**src/hw/rtl/mlpd_pkg.sv**
```systemverilog
// Shared types and constants for the magic/length packet deframer.
// Used by mlpd_front, mlpd_back and magic_length_packet_deframer.
package mlpd_pkg;

  // Configuration register indexes
  localparam int unsigned CfgIdxW = 1;
  localparam logic [CfgIdxW-1:0] CFG_MAGIC_WORD       = 1'b0;
  localparam logic [CfgIdxW-1:0] CFG_MAX_PACKET_BYTES = 1'b1;

  localparam logic [31:0] MAGIC_WORD_RST       = 32'd0;
  localparam logic [15:0] MAX_PACKET_BYTES_RST = 16'd4096;

  // Result status codes
  localparam logic [1:0] STATUS_DATA      = 2'd0;
  localparam logic [1:0] STATUS_BAD_MAGIC = 2'd1;
  localparam logic [1:0] STATUS_TOO_LARGE = 2'd2;
  localparam logic [1:0] STATUS_TOO_SHORT = 2'd3;

  // What the back end has to do with a queue entry
  typedef enum logic [1:0] {
    KIND_BODY,
    KIND_HEADER,
    KIND_ERROR
  } kind_e;

  typedef struct packed {
    kind_e       kind;
    logic [7:0]  data;
    logic        eop;     // for a header: last header byte ends the packet
    logic [1:0]  status;
  } cmd_t;

endpackage

```
**src/hw/rtl/magic_length_packet_deframer.sv**
```systemverilog
// Packet deframer for a length-prefixed byte stream with a magic word check.
// Top level: mlpd_front -> mlpd_fifo -> mlpd_back. Depends on mlpd_pkg.
//
// Usage:
//   Input channel (in_valid_i / in_stall_o) takes one rx byte per cycle unless
//   stalled, or a restart that drops a partial packet and reopens the link.
//   Output channel (out_valid_o / out_stall_i) gives one packet byte per item,
//   with end_of_packet_o on the last byte, or a single error item (zero byte,
//   end_of_packet_o set, nonzero status_o) after which input is dropped.
//   cfg_we_i writes magic_word (index 0) or max_packet_bytes (index 1).
// Data path: a body byte passes through the queue into the output register.
//   The header is released when its last byte arrives and comes out as
//   HEADER_BYTES items, one per cycle while out_stall_i is low.
// Throughput: one byte per cycle in and out while out_stall_i is low, except
//   around a header burst: the QUEUE_DEPTH command queue holds only the first
//   body bytes, so in_stall_o rises during the burst of a header that is
//   followed by body bytes.
// Reset: link open, no header buffered, queue empty, registers at defaults.
// Output stall: the output register holds; the queue fills and in_stall_o rises
//   once it is full.
module magic_length_packet_deframer #(
  parameter int unsigned HEADER_BYTES = 12,
  parameter int unsigned QUEUE_DEPTH  = 4
) (
  input  logic                         clk_i,
  input  logic                         rst_ni,
  input  logic                         cfg_we_i,
  input  logic [mlpd_pkg::CfgIdxW-1:0] cfg_idx_i,
  input  logic [31:0]                  cfg_data_i,
  input  logic                         in_valid_i,
  output logic                         in_stall_o,
  input  logic [7:0]                   rx_byte_i,
  input  logic                         restart_i,
  output logic                         out_valid_o,
  input  logic                         out_stall_i,
  output logic [7:0]                   packet_byte_o,
  output logic                         end_of_packet_o,
  output logic [1:0]                   status_o
);

  localparam int unsigned CmdW   = $bits(mlpd_pkg::cmd_t);
  localparam int unsigned EntryW = CmdW + HEADER_BYTES * 8;

  logic                      q_push;
  logic                      q_pop;
  logic                      q_full;
  logic                      q_empty;
  mlpd_pkg::cmd_t            front_cmd;
  logic [HEADER_BYTES*8-1:0] front_hdr;
  logic [EntryW-1:0]         q_wdata;
  logic [EntryW-1:0]         q_rdata;
  mlpd_pkg::cmd_t            back_cmd;
  logic [HEADER_BYTES*8-1:0] back_hdr;

  assign q_wdata  = {front_hdr, front_cmd};
  assign back_cmd = mlpd_pkg::cmd_t'(q_rdata[CmdW-1:0]);
  assign back_hdr = q_rdata[EntryW-1:CmdW];

  mlpd_front #(
    .HEADER_BYTES(HEADER_BYTES)
  ) u_front (
    .clk_i      (clk_i),
    .rst_ni     (rst_ni),
    .cfg_we_i   (cfg_we_i),
    .cfg_idx_i  (cfg_idx_i),
    .cfg_data_i (cfg_data_i),
    .in_valid_i (in_valid_i),
    .in_stall_o (in_stall_o),
    .rx_byte_i  (rx_byte_i),
    .restart_i  (restart_i),
    .q_full_i   (q_full),
    .q_push_o   (q_push),
    .q_cmd_o    (front_cmd),
    .q_hdr_o    (front_hdr)
  );

  mlpd_fifo #(
    .WIDTH(EntryW),
    .DEPTH(QUEUE_DEPTH)
  ) u_fifo (
    .clk_i   (clk_i),
    .rst_ni  (rst_ni),
    .push_i  (q_push),
    .wdata_i (q_wdata),
    .pop_i   (q_pop),
    .rdata_o (q_rdata),
    .full_o  (q_full),
    .empty_o (q_empty)
  );

  mlpd_back #(
    .HEADER_BYTES(HEADER_BYTES)
  ) u_back (
    .clk_i           (clk_i),
    .rst_ni          (rst_ni),
    .q_empty_i       (q_empty),
    .q_pop_o         (q_pop),
    .q_cmd_i         (back_cmd),
    .q_hdr_i         (back_hdr),
    .out_valid_o     (out_valid_o),
    .out_stall_i     (out_stall_i),
    .packet_byte_o   (packet_byte_o),
    .end_of_packet_o (end_of_packet_o),
    .status_o        (status_o)
  );

endmodule

```
**src/hw/rtl/mlpd_fifo.sv**
```systemverilog
// Small queue between the deframer front and back ends.
// Generic width and depth; no package dependency.
module mlpd_fifo #(
  parameter int unsigned WIDTH = 8,
  parameter int unsigned DEPTH = 4
) (
  input  logic             clk_i,
  input  logic             rst_ni,
  input  logic             push_i,
  input  logic [WIDTH-1:0] wdata_i,
  input  logic             pop_i,
  output logic [WIDTH-1:0] rdata_o,
  output logic             full_o,
  output logic             empty_o
);

  localparam int unsigned PtrW = (DEPTH > 1) ? $clog2(DEPTH) : 1;
  localparam int unsigned CntW = $clog2(DEPTH + 1);

  logic [WIDTH-1:0] mem_q [DEPTH];
  logic [PtrW-1:0]  wr_ptr_q, wr_ptr_d;
  logic [PtrW-1:0]  rd_ptr_q, rd_ptr_d;
  logic [CntW-1:0]  count_q, count_d;

  function automatic logic [PtrW-1:0] ptr_inc(input logic [PtrW-1:0] p);
    ptr_inc = (p == PtrW'(DEPTH - 1)) ? '0 : p + PtrW'(1);
  endfunction

  assign full_o  = (count_q == CntW'(DEPTH));
  assign empty_o = (count_q == '0);
  assign rdata_o = mem_q[rd_ptr_q];

  always_comb begin
    wr_ptr_d = push_i ? ptr_inc(wr_ptr_q) : wr_ptr_q;
    rd_ptr_d = pop_i ? ptr_inc(rd_ptr_q) : rd_ptr_q;
    count_d  = count_q;
    if (push_i && !pop_i) begin
      count_d = count_q + CntW'(1);
    end else if (pop_i && !push_i) begin
      count_d = count_q - CntW'(1);
    end
  end

  always_ff @(posedge clk_i or negedge rst_ni) begin
    if (!rst_ni) begin
      wr_ptr_q <= '0;
      rd_ptr_q <= '0;
      count_q  <= '0;
    end else begin
      wr_ptr_q <= wr_ptr_d;
      rd_ptr_q <= rd_ptr_d;
      count_q  <= count_d;
    end
  end

  always_ff @(posedge clk_i) begin
    if (push_i) begin
      mem_q[wr_ptr_q] <= wdata_i;
    end
  end

`ifndef SYNTHESIS
  assert property (@(posedge clk_i) disable iff (!rst_ni) push_i |-> !full_o)
    else $error("mlpd_fifo: push into full queue");
  assert property (@(posedge clk_i) disable iff (!rst_ni) pop_i |-> !empty_o)
    else $error("mlpd_fifo: pop from empty queue");
`endif

endmodule

```
**src/hw/rtl/mlpd_front.sv**
```systemverilog
// Deframer front end: config registers, header buffering and checks, body count.
// Turns body bytes and complete headers into queue commands. Depends on mlpd_pkg.
module mlpd_front #(
  parameter int unsigned HEADER_BYTES = 12
) (
  input  logic                             clk_i,
  input  logic                             rst_ni,
  input  logic                             cfg_we_i,
  input  logic [mlpd_pkg::CfgIdxW-1:0]     cfg_idx_i,
  input  logic [31:0]                      cfg_data_i,
  input  logic                             in_valid_i,
  output logic                             in_stall_o,
  input  logic [7:0]                       rx_byte_i,
  input  logic                             restart_i,
  input  logic                             q_full_i,
  output logic                             q_push_o,
  output mlpd_pkg::cmd_t                   q_cmd_o,
  output logic [HEADER_BYTES*8-1:0]        q_hdr_o
);

  localparam int unsigned PosW = $clog2(HEADER_BYTES);

  logic [31:0]     magic_word_q;
  logic [15:0]     max_packet_bytes_q;
  logic [7:0]      store_q [HEADER_BYTES-1];
  logic [PosW-1:0] pos_q, pos_d;
  logic [15:0]     left_q, left_d;
  logic            closed_q, closed_d;
  logic            store_we;
  logic            accept;
  logic [HEADER_BYTES*8-1:0] hdr_full;
  logic [31:0]     magic_rx;
  logic [31:0]     length_rx;
  logic [31:0]     body_len;
  logic [1:0]      check_status;

  assign in_stall_o = q_full_i;
  assign accept     = in_valid_i && !q_full_i;

  // Complete header as seen when its last byte is on the input
  always_comb begin
    for (int i = 0; i < HEADER_BYTES - 1; i++) begin
      hdr_full[i*8 +: 8] = store_q[i];
    end
    hdr_full[HEADER_BYTES*8-1 -: 8] = rx_byte_i;
  end

  assign magic_rx  = hdr_full[31:0];
  assign length_rx = hdr_full[63:32];
  assign body_len  = length_rx - 32'(HEADER_BYTES);
  assign q_hdr_o   = hdr_full;

  always_comb begin
    priority if (magic_rx != magic_word_q) begin
      check_status = mlpd_pkg::STATUS_BAD_MAGIC;
    end else if (length_rx > {16'd0, max_packet_bytes_q}) begin
      check_status = mlpd_pkg::STATUS_TOO_LARGE;
    end else if (length_rx < 32'(HEADER_BYTES)) begin
      check_status = mlpd_pkg::STATUS_TOO_SHORT;
    end else begin
      check_status = mlpd_pkg::STATUS_DATA;
    end
  end

  always_comb begin
    pos_d    = pos_q;
    left_d   = left_q;
    closed_d = closed_q;
    store_we = 1'b0;
    q_push_o = 1'b0;
    q_cmd_o  = '{kind: mlpd_pkg::KIND_BODY, data: rx_byte_i, eop: 1'b0,
                 status: mlpd_pkg::STATUS_DATA};
    if (accept) begin
      priority if (restart_i) begin
        pos_d    = '0;
        left_d   = '0;
        closed_d = 1'b0;
      end else if (closed_q) begin
        // byte dropped
      end else if (left_q != 16'd0) begin
        left_d      = left_q - 16'd1;
        q_push_o    = 1'b1;
        q_cmd_o.eop = (left_q == 16'd1);
      end else if (pos_q != PosW'(HEADER_BYTES - 1)) begin
        store_we = 1'b1;
        pos_d    = pos_q + PosW'(1);
      end else begin
        pos_d    = '0;
        q_push_o = 1'b1;
        if (check_status != mlpd_pkg::STATUS_DATA) begin
          closed_d       = 1'b1;
          left_d         = '0;
          q_cmd_o.kind   = mlpd_pkg::KIND_ERROR;
          q_cmd_o.data   = 8'd0;
          q_cmd_o.eop    = 1'b1;
          q_cmd_o.status = check_status;
        end else begin
          left_d       = body_len[15:0];
          q_cmd_o.kind = mlpd_pkg::KIND_HEADER;
          q_cmd_o.eop  = (body_len[15:0] == 16'd0);
        end
      end
    end
  end

  always_ff @(posedge clk_i or negedge rst_ni) begin
    if (!rst_ni) begin
      magic_word_q       <= mlpd_pkg::MAGIC_WORD_RST;
      max_packet_bytes_q <= mlpd_pkg::MAX_PACKET_BYTES_RST;
      pos_q              <= '0;
      left_q             <= '0;
      closed_q           <= 1'b0;
    end else begin
      if (cfg_we_i) begin
        unique case (cfg_idx_i)
          mlpd_pkg::CFG_MAGIC_WORD:       magic_word_q       <= cfg_data_i;
          mlpd_pkg::CFG_MAX_PACKET_BYTES: max_packet_bytes_q <= cfg_data_i[15:0];
          default: ;
        endcase
      end
      pos_q    <= pos_d;
      left_q   <= left_d;
      closed_q <= closed_d;
    end
  end

  always_ff @(posedge clk_i) begin
    if (store_we) begin
      store_q[pos_q] <= rx_byte_i;
    end
  end

endmodule

```
**src/hw/rtl/mlpd_back.sv**
```systemverilog
// Deframer back end: drains queue commands into the output register,
// serializing a checked header into one item per byte. Depends on mlpd_pkg.
module mlpd_back #(
  parameter int unsigned HEADER_BYTES = 12
) (
  input  logic                      clk_i,
  input  logic                      rst_ni,
  input  logic                      q_empty_i,
  output logic                      q_pop_o,
  input  mlpd_pkg::cmd_t            q_cmd_i,
  input  logic [HEADER_BYTES*8-1:0] q_hdr_i,
  output logic                      out_valid_o,
  input  logic                      out_stall_i,
  output logic [7:0]                packet_byte_o,
  output logic                      end_of_packet_o,
  output logic [1:0]                status_o
);

  localparam int unsigned CntW = $clog2(HEADER_BYTES);
  localparam int unsigned SrW  = (HEADER_BYTES - 1) * 8;

  logic            busy_q, busy_d;
  logic [CntW-1:0] cnt_q, cnt_d;
  logic [SrW-1:0]  sr_q, sr_d;
  logic            last_q, last_d;
  logic            out_valid_q, out_valid_d;
  logic [7:0]      byte_q, byte_d;
  logic            eop_q, eop_d;
  logic [1:0]      status_q, status_d;
  logic            load;

  assign load    = !out_valid_q || !out_stall_i;
  assign q_pop_o = load && !busy_q && !q_empty_i;

  assign out_valid_o     = out_valid_q;
  assign packet_byte_o   = byte_q;
  assign end_of_packet_o = eop_q;
  assign status_o        = status_q;

  always_comb begin
    busy_d      = busy_q;
    cnt_d       = cnt_q;
    sr_d        = sr_q;
    last_d      = last_q;
    out_valid_d = out_valid_q;
    byte_d      = byte_q;
    eop_d       = eop_q;
    status_d    = status_q;
    if (load) begin
      if (busy_q) begin
        out_valid_d = 1'b1;
        byte_d      = sr_q[7:0];
        status_d    = mlpd_pkg::STATUS_DATA;
        sr_d        = sr_q >> 8;
        cnt_d       = cnt_q + CntW'(1);
        eop_d       = 1'b0;
        if (cnt_q == CntW'(HEADER_BYTES - 1)) begin
          eop_d  = last_q;
          busy_d = 1'b0;
        end
      end else if (!q_empty_i) begin
        out_valid_d = 1'b1;
        unique case (q_cmd_i.kind)
          mlpd_pkg::KIND_HEADER: begin
            byte_d   = q_hdr_i[7:0];
            eop_d    = 1'b0;
            status_d = mlpd_pkg::STATUS_DATA;
            sr_d     = q_hdr_i[HEADER_BYTES*8-1:8];
            cnt_d    = CntW'(1);
            last_d   = q_cmd_i.eop;
            busy_d   = 1'b1;
          end
          default: begin
            byte_d   = q_cmd_i.data;
            eop_d    = q_cmd_i.eop;
            status_d = q_cmd_i.status;
          end
        endcase
      end else begin
        out_valid_d = 1'b0;
      end
    end
  end

  always_ff @(posedge clk_i or negedge rst_ni) begin
    if (!rst_ni) begin
      busy_q      <= 1'b0;
      out_valid_q <= 1'b0;
    end else begin
      busy_q      <= busy_d;
      out_valid_q <= out_valid_d;
    end
  end

  always_ff @(posedge clk_i) begin
    cnt_q    <= cnt_d;
    sr_q     <= sr_d;
    last_q   <= last_d;
    byte_q   <= byte_d;
    eop_q    <= eop_d;
    status_q <= status_d;
  end

`ifndef SYNTHESIS
  assert property (@(posedge clk_i) disable iff (!rst_ni)
      out_valid_o && (status_o != mlpd_pkg::STATUS_DATA)
      |-> end_of_packet_o && (packet_byte_o == 8'd0))
    else $error("mlpd_back: error item not a zero byte ending the packet");
  assert property (@(posedge clk_i) disable iff (!rst_ni) busy_q |-> !q_pop_o)
    else $error("mlpd_back: queue popped during header burst");
  assert property (@(posedge clk_i) disable iff (!rst_ni)
      busy_q && load |=> out_valid_q && (status_q == mlpd_pkg::STATUS_DATA))
    else $error("mlpd_back: header burst produced no data item");
`endif

endmodule

```
**config.mk**
```make
export PLATFORM = sky130hd
export DESIGN_NAME = magic_length_packet_deframer
export DESIGN_NICKNAME = d
export VERILOG_FILES = /design/src/hw/rtl/mlpd_pkg.sv /design/src/hw/rtl/magic_length_packet_deframer.sv /design/src/hw/rtl/mlpd_fifo.sv /design/src/hw/rtl/mlpd_front.sv /design/src/hw/rtl/mlpd_back.sv
export SDC_FILE = /design/constraint.sdc
export NUM_CORES = 1
export LEC_CHECK = 0
export BUFFER_PORTS_ARGS = -buffer_cell sky130_fd_sc_hd__buf_2
export CORE_ASPECT_RATIO = 0.75
export CORE_MARGIN = 4
export CORE_UTILIZATION = 25
export DETAILED_ROUTE_END_ITERATION = 12
export PLACE_DENSITY_LB_ADDON = 0.2
export SLEW_MARGIN = 10
export SYNTH_ARGS = -nofsm -noshare
export SYNTH_HDL_FRONTEND = slang
export SYNTH_SLANG_ARGS = --single-unit
export TNS_END_PERCENT = 20
```
**constraint.sdc**
```tcl
create_clock -name clk_i -period 7.65 [get_ports clk_i]
set_input_delay 1.1475 -clock clk_i [delete_from_list [all_inputs] [get_ports clk_i]]
set_output_delay 1.1475 -clock clk_i [all_outputs]
set_load 0.03 [all_outputs]
```
## Yosys cells after proc, flatten, opt, wreduce, memory -nomap -nowiden

Memories as Yosys holds them, arrays and structs flattened.
Index checks and enable logic that the tools add are counted.
Widths: inputs -> output; s select.

| word-level totals | value |
|---|---|
| memory bits (read-only) | 0 |
| memory bits (writable) | 524 |
| latch bits | 0 |
| register bits after elaboration | 182 |
| memories | 2 |
| input bits | 47 |

| operators by class | value |
|---|---|
| divide/modulo/power cells | 0 |
| reduce and logical (&&, ||, !) cells | 26 |
| add/subtract/negate cells | 8 |
| $mul | 0 |
| magnitude comparators | 2 |
| mux-type cells | 67 |
| bitwise logic cells | 3 |
| equal/unequal tests | 12 |
| shifts and indexed selects | 0 |

Memory list:

| name | words | width | read ports | clocked after memory_dff | write ports | RTL line | RTL |
|---|---|---|---|---|---|---|---|
| u_fifo.mem_q | 4 | 109 | 1 | 0 | 1 | mlpd_fifo.sv:20 | `logic [WIDTH-1:0] mem_q [DEPTH];` |
| u_front.store_q | 11 | 8 | 11 | 0 | 1 | mlpd_front.sv:25 | `logic [7:0] store_q [HEADER_BYTES-1];` |

Operator list:

| operator | number |
|---|---|
| $mux 88 | 2 |
| $mux 16 | 5 |
| $mux 80 | 1 |
| $mux 13 | 4 |
| $gt 32x16->1 | 1 |
| $lt 32x4->1 const B | 1 |
| $mux 8 | 4 |
| $ne 32x32->1 | 1 |
| $mux 1 | 31 |
| $mux 4 | 7 |
| $mux 2 | 10 |
| $eq 16x1->1 const B | 1 |
| $logic_not 16->1 | 1 |
| $reduce_bool 16->1 | 1 |
| $sub 16x1->16 const B | 1 |
| $sub 16x4->16 const B | 1 |
| $mux 10 | 1 |
| $reduce_and 3->1 | 3 |
| $add 4x1->4 const B | 2 |
| $logic_not 1->1 | 7 |
| $mux 3 | 2 |
| $ne 2x2->1 const B | 3 |
| $reduce_and 2->1 | 3 |
| $reduce_bool 2->1 | 3 |
| 14 further kinds | 22 |

## Longest topological paths before layout

An unclocked memory read counts as a cell.

| logic depth | value |
|---|---|
| depth in word-level cells | 12 |
| depth in mapped cells | 13 |
| mapped depth without buffers | 11 |

## By module

Synthesis repeated with hierarchy kept, for this count alone.

| unflattened totals | value |
|---|---|
| cells, all modules | 1425 |
| area, all modules | 27988.1 um^2 |

Modules (own cells, without submodules):

| module | cells each | times used | area an instance (um^2) |
|---|---|---|---|
| mlpd_fifo | 606 | 1 | 16145.5 |
| mlpd_front | 561 | 1 | 7241.9 |
| mlpd_back | 258 | 1 | 4600.7 |

## Worst setup path before layout

OpenSTA, ideal clock, no wires.

| path | value |
|---|---|
| path kind | input port to flip-flop |
| from | in out_stall_i |
| to | reg u_back.cnt_q[0], enable pin |
| setup slack | 1170 ps |
| setup time | 554 ps |
| data required time | 7096 ps |
| stages on the path | 2 |
| data arrival time | 5926 ps |
| cell sequence | a21oi_1 nor2b_1 |

| on the way | value |
|---|---|
| cells in the longest elaborated chain, start to end | 3 |

RTL lines:

| what | RTL line | RTL |
|---|---|---|
| from (decl) | magic_length_packet_deframer.sv:35 | `input logic out_stall_i,` |
| $logic_not 1->1 | mlpd_back.sv:32 | `assign load = !out_valid_q \|\| !out_stall_i;` |
| $logic_or 1x1->1 | mlpd_back.sv:32 |  |
| $reduce_and 3->1 (no line) | -- |  |
| to (signal assigned) | mlpd_back.sv:96 | `cnt_q <= cnt_d;` |
| to (decl) | mlpd_back.sv:23 | `logic [CntW-1:0] cnt_q, cnt_d;` |

No other way between the ends.
A chain may end at the register's enable or synchronous reset.

==> impl_results.md <==
- Aggregate global routing overflow: 0
- Core area: 0.110 mm²
- Placed Area: 0.0299 mm²
- Total count of max-transition violations in the final report: 0
- Reg-to-reg startpoint: u_front.store_q[0][3]
- First-pass DRT Iterations: 5
- Root Driver: clkbuf_16
- Worst-margin pin slew: 1.24 ns
- Slew headroom: 16.9%
- Routed Wire Length: 72,000 µm
- Max Clock Skew: 0.0237 ns
- Synth area leader: edfxtp_1
- Ys flop type: edfxtp_1
- Die outline width: 394 µm
- Die area: 0.117 mm²
- Endpoints failing setup: 0
- Crit Path Class: flop to flop
- FF-to-FF path depth: 6
- Period Utilization, post-route: 53.7%
- Number of CTS-inserted buffers: 73
- Global Route Usage Sum: 12.3%
- Cells after Synth: 1,615
- Max FO, Critical Path: 14
- P&R area growth vs syn: 15.2%
- Number of global-route vias before repair: 15,000
- Sequential share of the synthesized area: 74.6%
- Fin Setup TNS: 0 ns
- Worst EP required: 7.96 ns
- DRC Markers: 0
- Netlist cell types: 78
- Largest net degree at the start of global routing: 77
- Max-Cap Viols: 0
- CP Capture Type: flop
- Top-count cell post-synth: edfxtp_1
- Postcts setup bufs: 0
- Initial Util: 25.4%
- Syn_area_per_cell: 17.3 µm²
- Clock Power Share: 29.2%
- I/O pin count: 60
- Design area: 0.0322 mm²
- CP delay by family, top: simple AND/OR/NAND/NOR gates
- M1 GR Usage: 19.4%
- Clock Path Buffers: 3
- CTS Sinks: 706
- GRT busiest layer: met1
- R2R Setup Slk: 3.54 ns
- Global-route wire length before repair: 106,000 µm
- DRT antenna net count: 0
- Max Freq: 243 MHz
- Area of the mapped netlist: 0.0279 mm²
- RR Endpoint: u_fifo.mem_q[2][11]
- Number of synthesized register bits: 706
- Fillers: 10,900
- Initial antenna violation count: 8
- CP most frequent cell: nor2_1
- Status: finished, final reports clean
- Routing usage on met3: 2.32%
- M2 GR Usage: 17.0%
- Final Wtd Congestion: 0.767
- Total number of vias: 14,400
- Fin nets: 1,787
- Number of synthesized flops with an enable pin: 628
- Setup repair after global routing missed its margin: false
- Fin crit period: 4.11 ns
- Worst-path clk slew: 0.06 ns
- Final Hold Viols: 0
- Arrival @ worst endpoint: 4.42 ns
- PostCTS Resize Cnt: 0
- CTS hold repair buffers: 0
- CP Launch Type: flop
- CP cell instances: xor2_1 -> nor4_1 -> nand4_1 -> nor2_1 -> o211ai_2 -> nor2_1
- Switching share of power: 30.9%
- CTS tree: yes
- Routed wire per std cell: 22.4 µm
- Port buffer count: 59
- Dpl cells: 3,077
- HP Class: input port to asynchronous set/reset pin
- Sw Pwr: 0.00358 W
- Int Pwr: 0.00800 W
- Share of layout cells above drive strength 1: 20.1%
- DP HPWL: 45,800 µm
- H-tree Lvls: 3
- Static Leak: 11.0 nW
- Top cell type's share of synthesized area: 67.6%
- Ys Warns: 0
- Share of synthesized registers carrying an async set or reset: 11.0%
- 1st-iter DRT viols: 1,163
- WP buf/inv: 0
- Critical Path Max Stage Delay: 0.83 ns
- Die height: 297 µm
- Area contributors post-synth: edfxtp_1 68%, mux4_2 7.4%, dfrtp_1 6.9%
- Worst Setup SP: u_front.store_q[0][3]
- Comb pwr share: 24.4%
- Syn nets: 1,694
- Vias per cell: 4.49
- FP Rows: 105
- Non-Filler Instances: 3,211
- VDD IR max: 155 µV
- Slowest CP cell: nor2_1
- Pwr dens: 360 mW/mm²
- Skew-Pair Late Insertion Delay: 0.64 ns
- Top post-synthesis cells by count: 628 x edfxtp_1, 285 x nand2_1, 92 x mux4_2, 77 x dfrtp_1, 50 x mux2_2
- Seq pwr share: 46.5%
==> power by group through the flow <==
stage / Sequential [W] / Combinational (W) / Clock [W]
finish: 0.00538 / 0.00282 / 0.00338
global route: 0.00545 / 0.00313 / 0.00368
floorplan: 0.00539 / 0.00198 / 0
CTS: 0.00539 / 0.00291 / 0.00350
global placement: 0.00545 / 0.00290 / 0
detailed placement: 0.00547 / 0.00290 / 0
==> state kept, by name, summed over array words and instances (netlist names), 2 cells and up <==
register,flops
u_back.status_o,2
u_fifo.mem_q,436
u_back.sr_q,88
u_back.packet_byte_o,8
u_fifo.count_q,3
u_front.pos_q,4
u_front.left_q,16
u_front.max_packet_bytes_q,16
u_front.magic_word_q,32
u_fifo.wr_ptr_q,2
u_front.store_q,88
u_back.cnt_q,4
u_fifo.rd_ptr_q,2
==> placed cells by master (no fill, tap or decap), types with 25 or more instances in the layout <==
cell type,synthesis,final
dfrtp_1,77,74
mux2_2,50,50
inv_1,31,30
edfxtp_1,628,628
nand2_1,285,285
mux2i_1,25,25
and2_1,30,26
ha_1,31,31
clkbuf_16,0,74
nor2_1,31,31
xor2_1,39,39
mux4_2,92,92
buf_2,9,58
==> worst reg2reg max path, stage by stage (launching register included) <==
cell,delay (ns)
edfxtp_1,0.62
xor2_1,0.27
nor4_1,0.61
nand4_1,0.28
nor2_1,0.51
o211ai_2,0.66
nor2_1,0.83
==> layout make-up <==
| class | instances | area (µm²) | area share [%] |
|---|---|---|---|
| Timing Repair Buffer | 79 | 448 | 1.39 |
| Inverter | 31 | 118 | 0.366 |
| Clock inverter | 33 | 251 | 0.782 |
| Multi-Input combinational cell | 817 | 6750 | 21.0 |
| Clock buffer | 97 | 1960 | 6.09 |
| Tap cell | 1444 | 1810 | 5.62 |
| Sequential cell | 706 | 20800 | 64.7 |
| Antenna cell | 4 | 10.0 | 0.0311 |
==> metrics by stage <==
stage / hold slack [ns] / power [W] / utilization (%) / setup slack, ns
floorplan: 0.448 / 0.00736 / - / 1.17
global placement: 0.467 / 0.00835 / 27.2 / 3.32
detailed placement: 0.483 / 0.00837 / 27.2 / 3.28
CTS: 0.406 / 0.0118 / 29.2 / 3.62
global route: 0.445 / 0.0123 / 29.2 / 3.50
finish: 0.442 / 0.0116 / 29.2 / 3.54
==> worst max path at each step <==
stage | to | slack (ns) | depth (start not counted)
3_5_place_dp | u_fifo.mem_q[3][17] | 3.28 | 7
4_1_cts | u_fifo.mem_q[2][11] | 3.62 | 6
2_1_floorplan | u_back.cnt_q[0] | 1.17 | 2
6_report | u_fifo.mem_q[2][11] | 3.54 | 6
5_1_grt | u_fifo.mem_q[2][11] | 3.50 | 6
3_3_place_gp | u_fifo.mem_q[0][16] | 3.32 | 7
==> cell families (layout without fill, tap and decap cells) <==
logic type	Yosys count	count (layout)	synth area share, %
other	0	4	0
xor gates and xnor gates	51	51	1.60
and+or+nand+nor	442	442	7.35
buffers and inverters	92	240	1.34
adders and majority gates	32	32	1.46
DFF	706	706	74.6
muxes	167	167	10.3
AOI/OAI and AO/OA	125	125	3.35
==> metal layers <==
metal  routed length [µm]  part of all wire [%]
met5                    0                     0
met4                 1460                   2.0
met3                 3380                   4.7
met2                29600                    41
met1                37600                    52
Note: power is estimated with default switching activity, not from simulation.
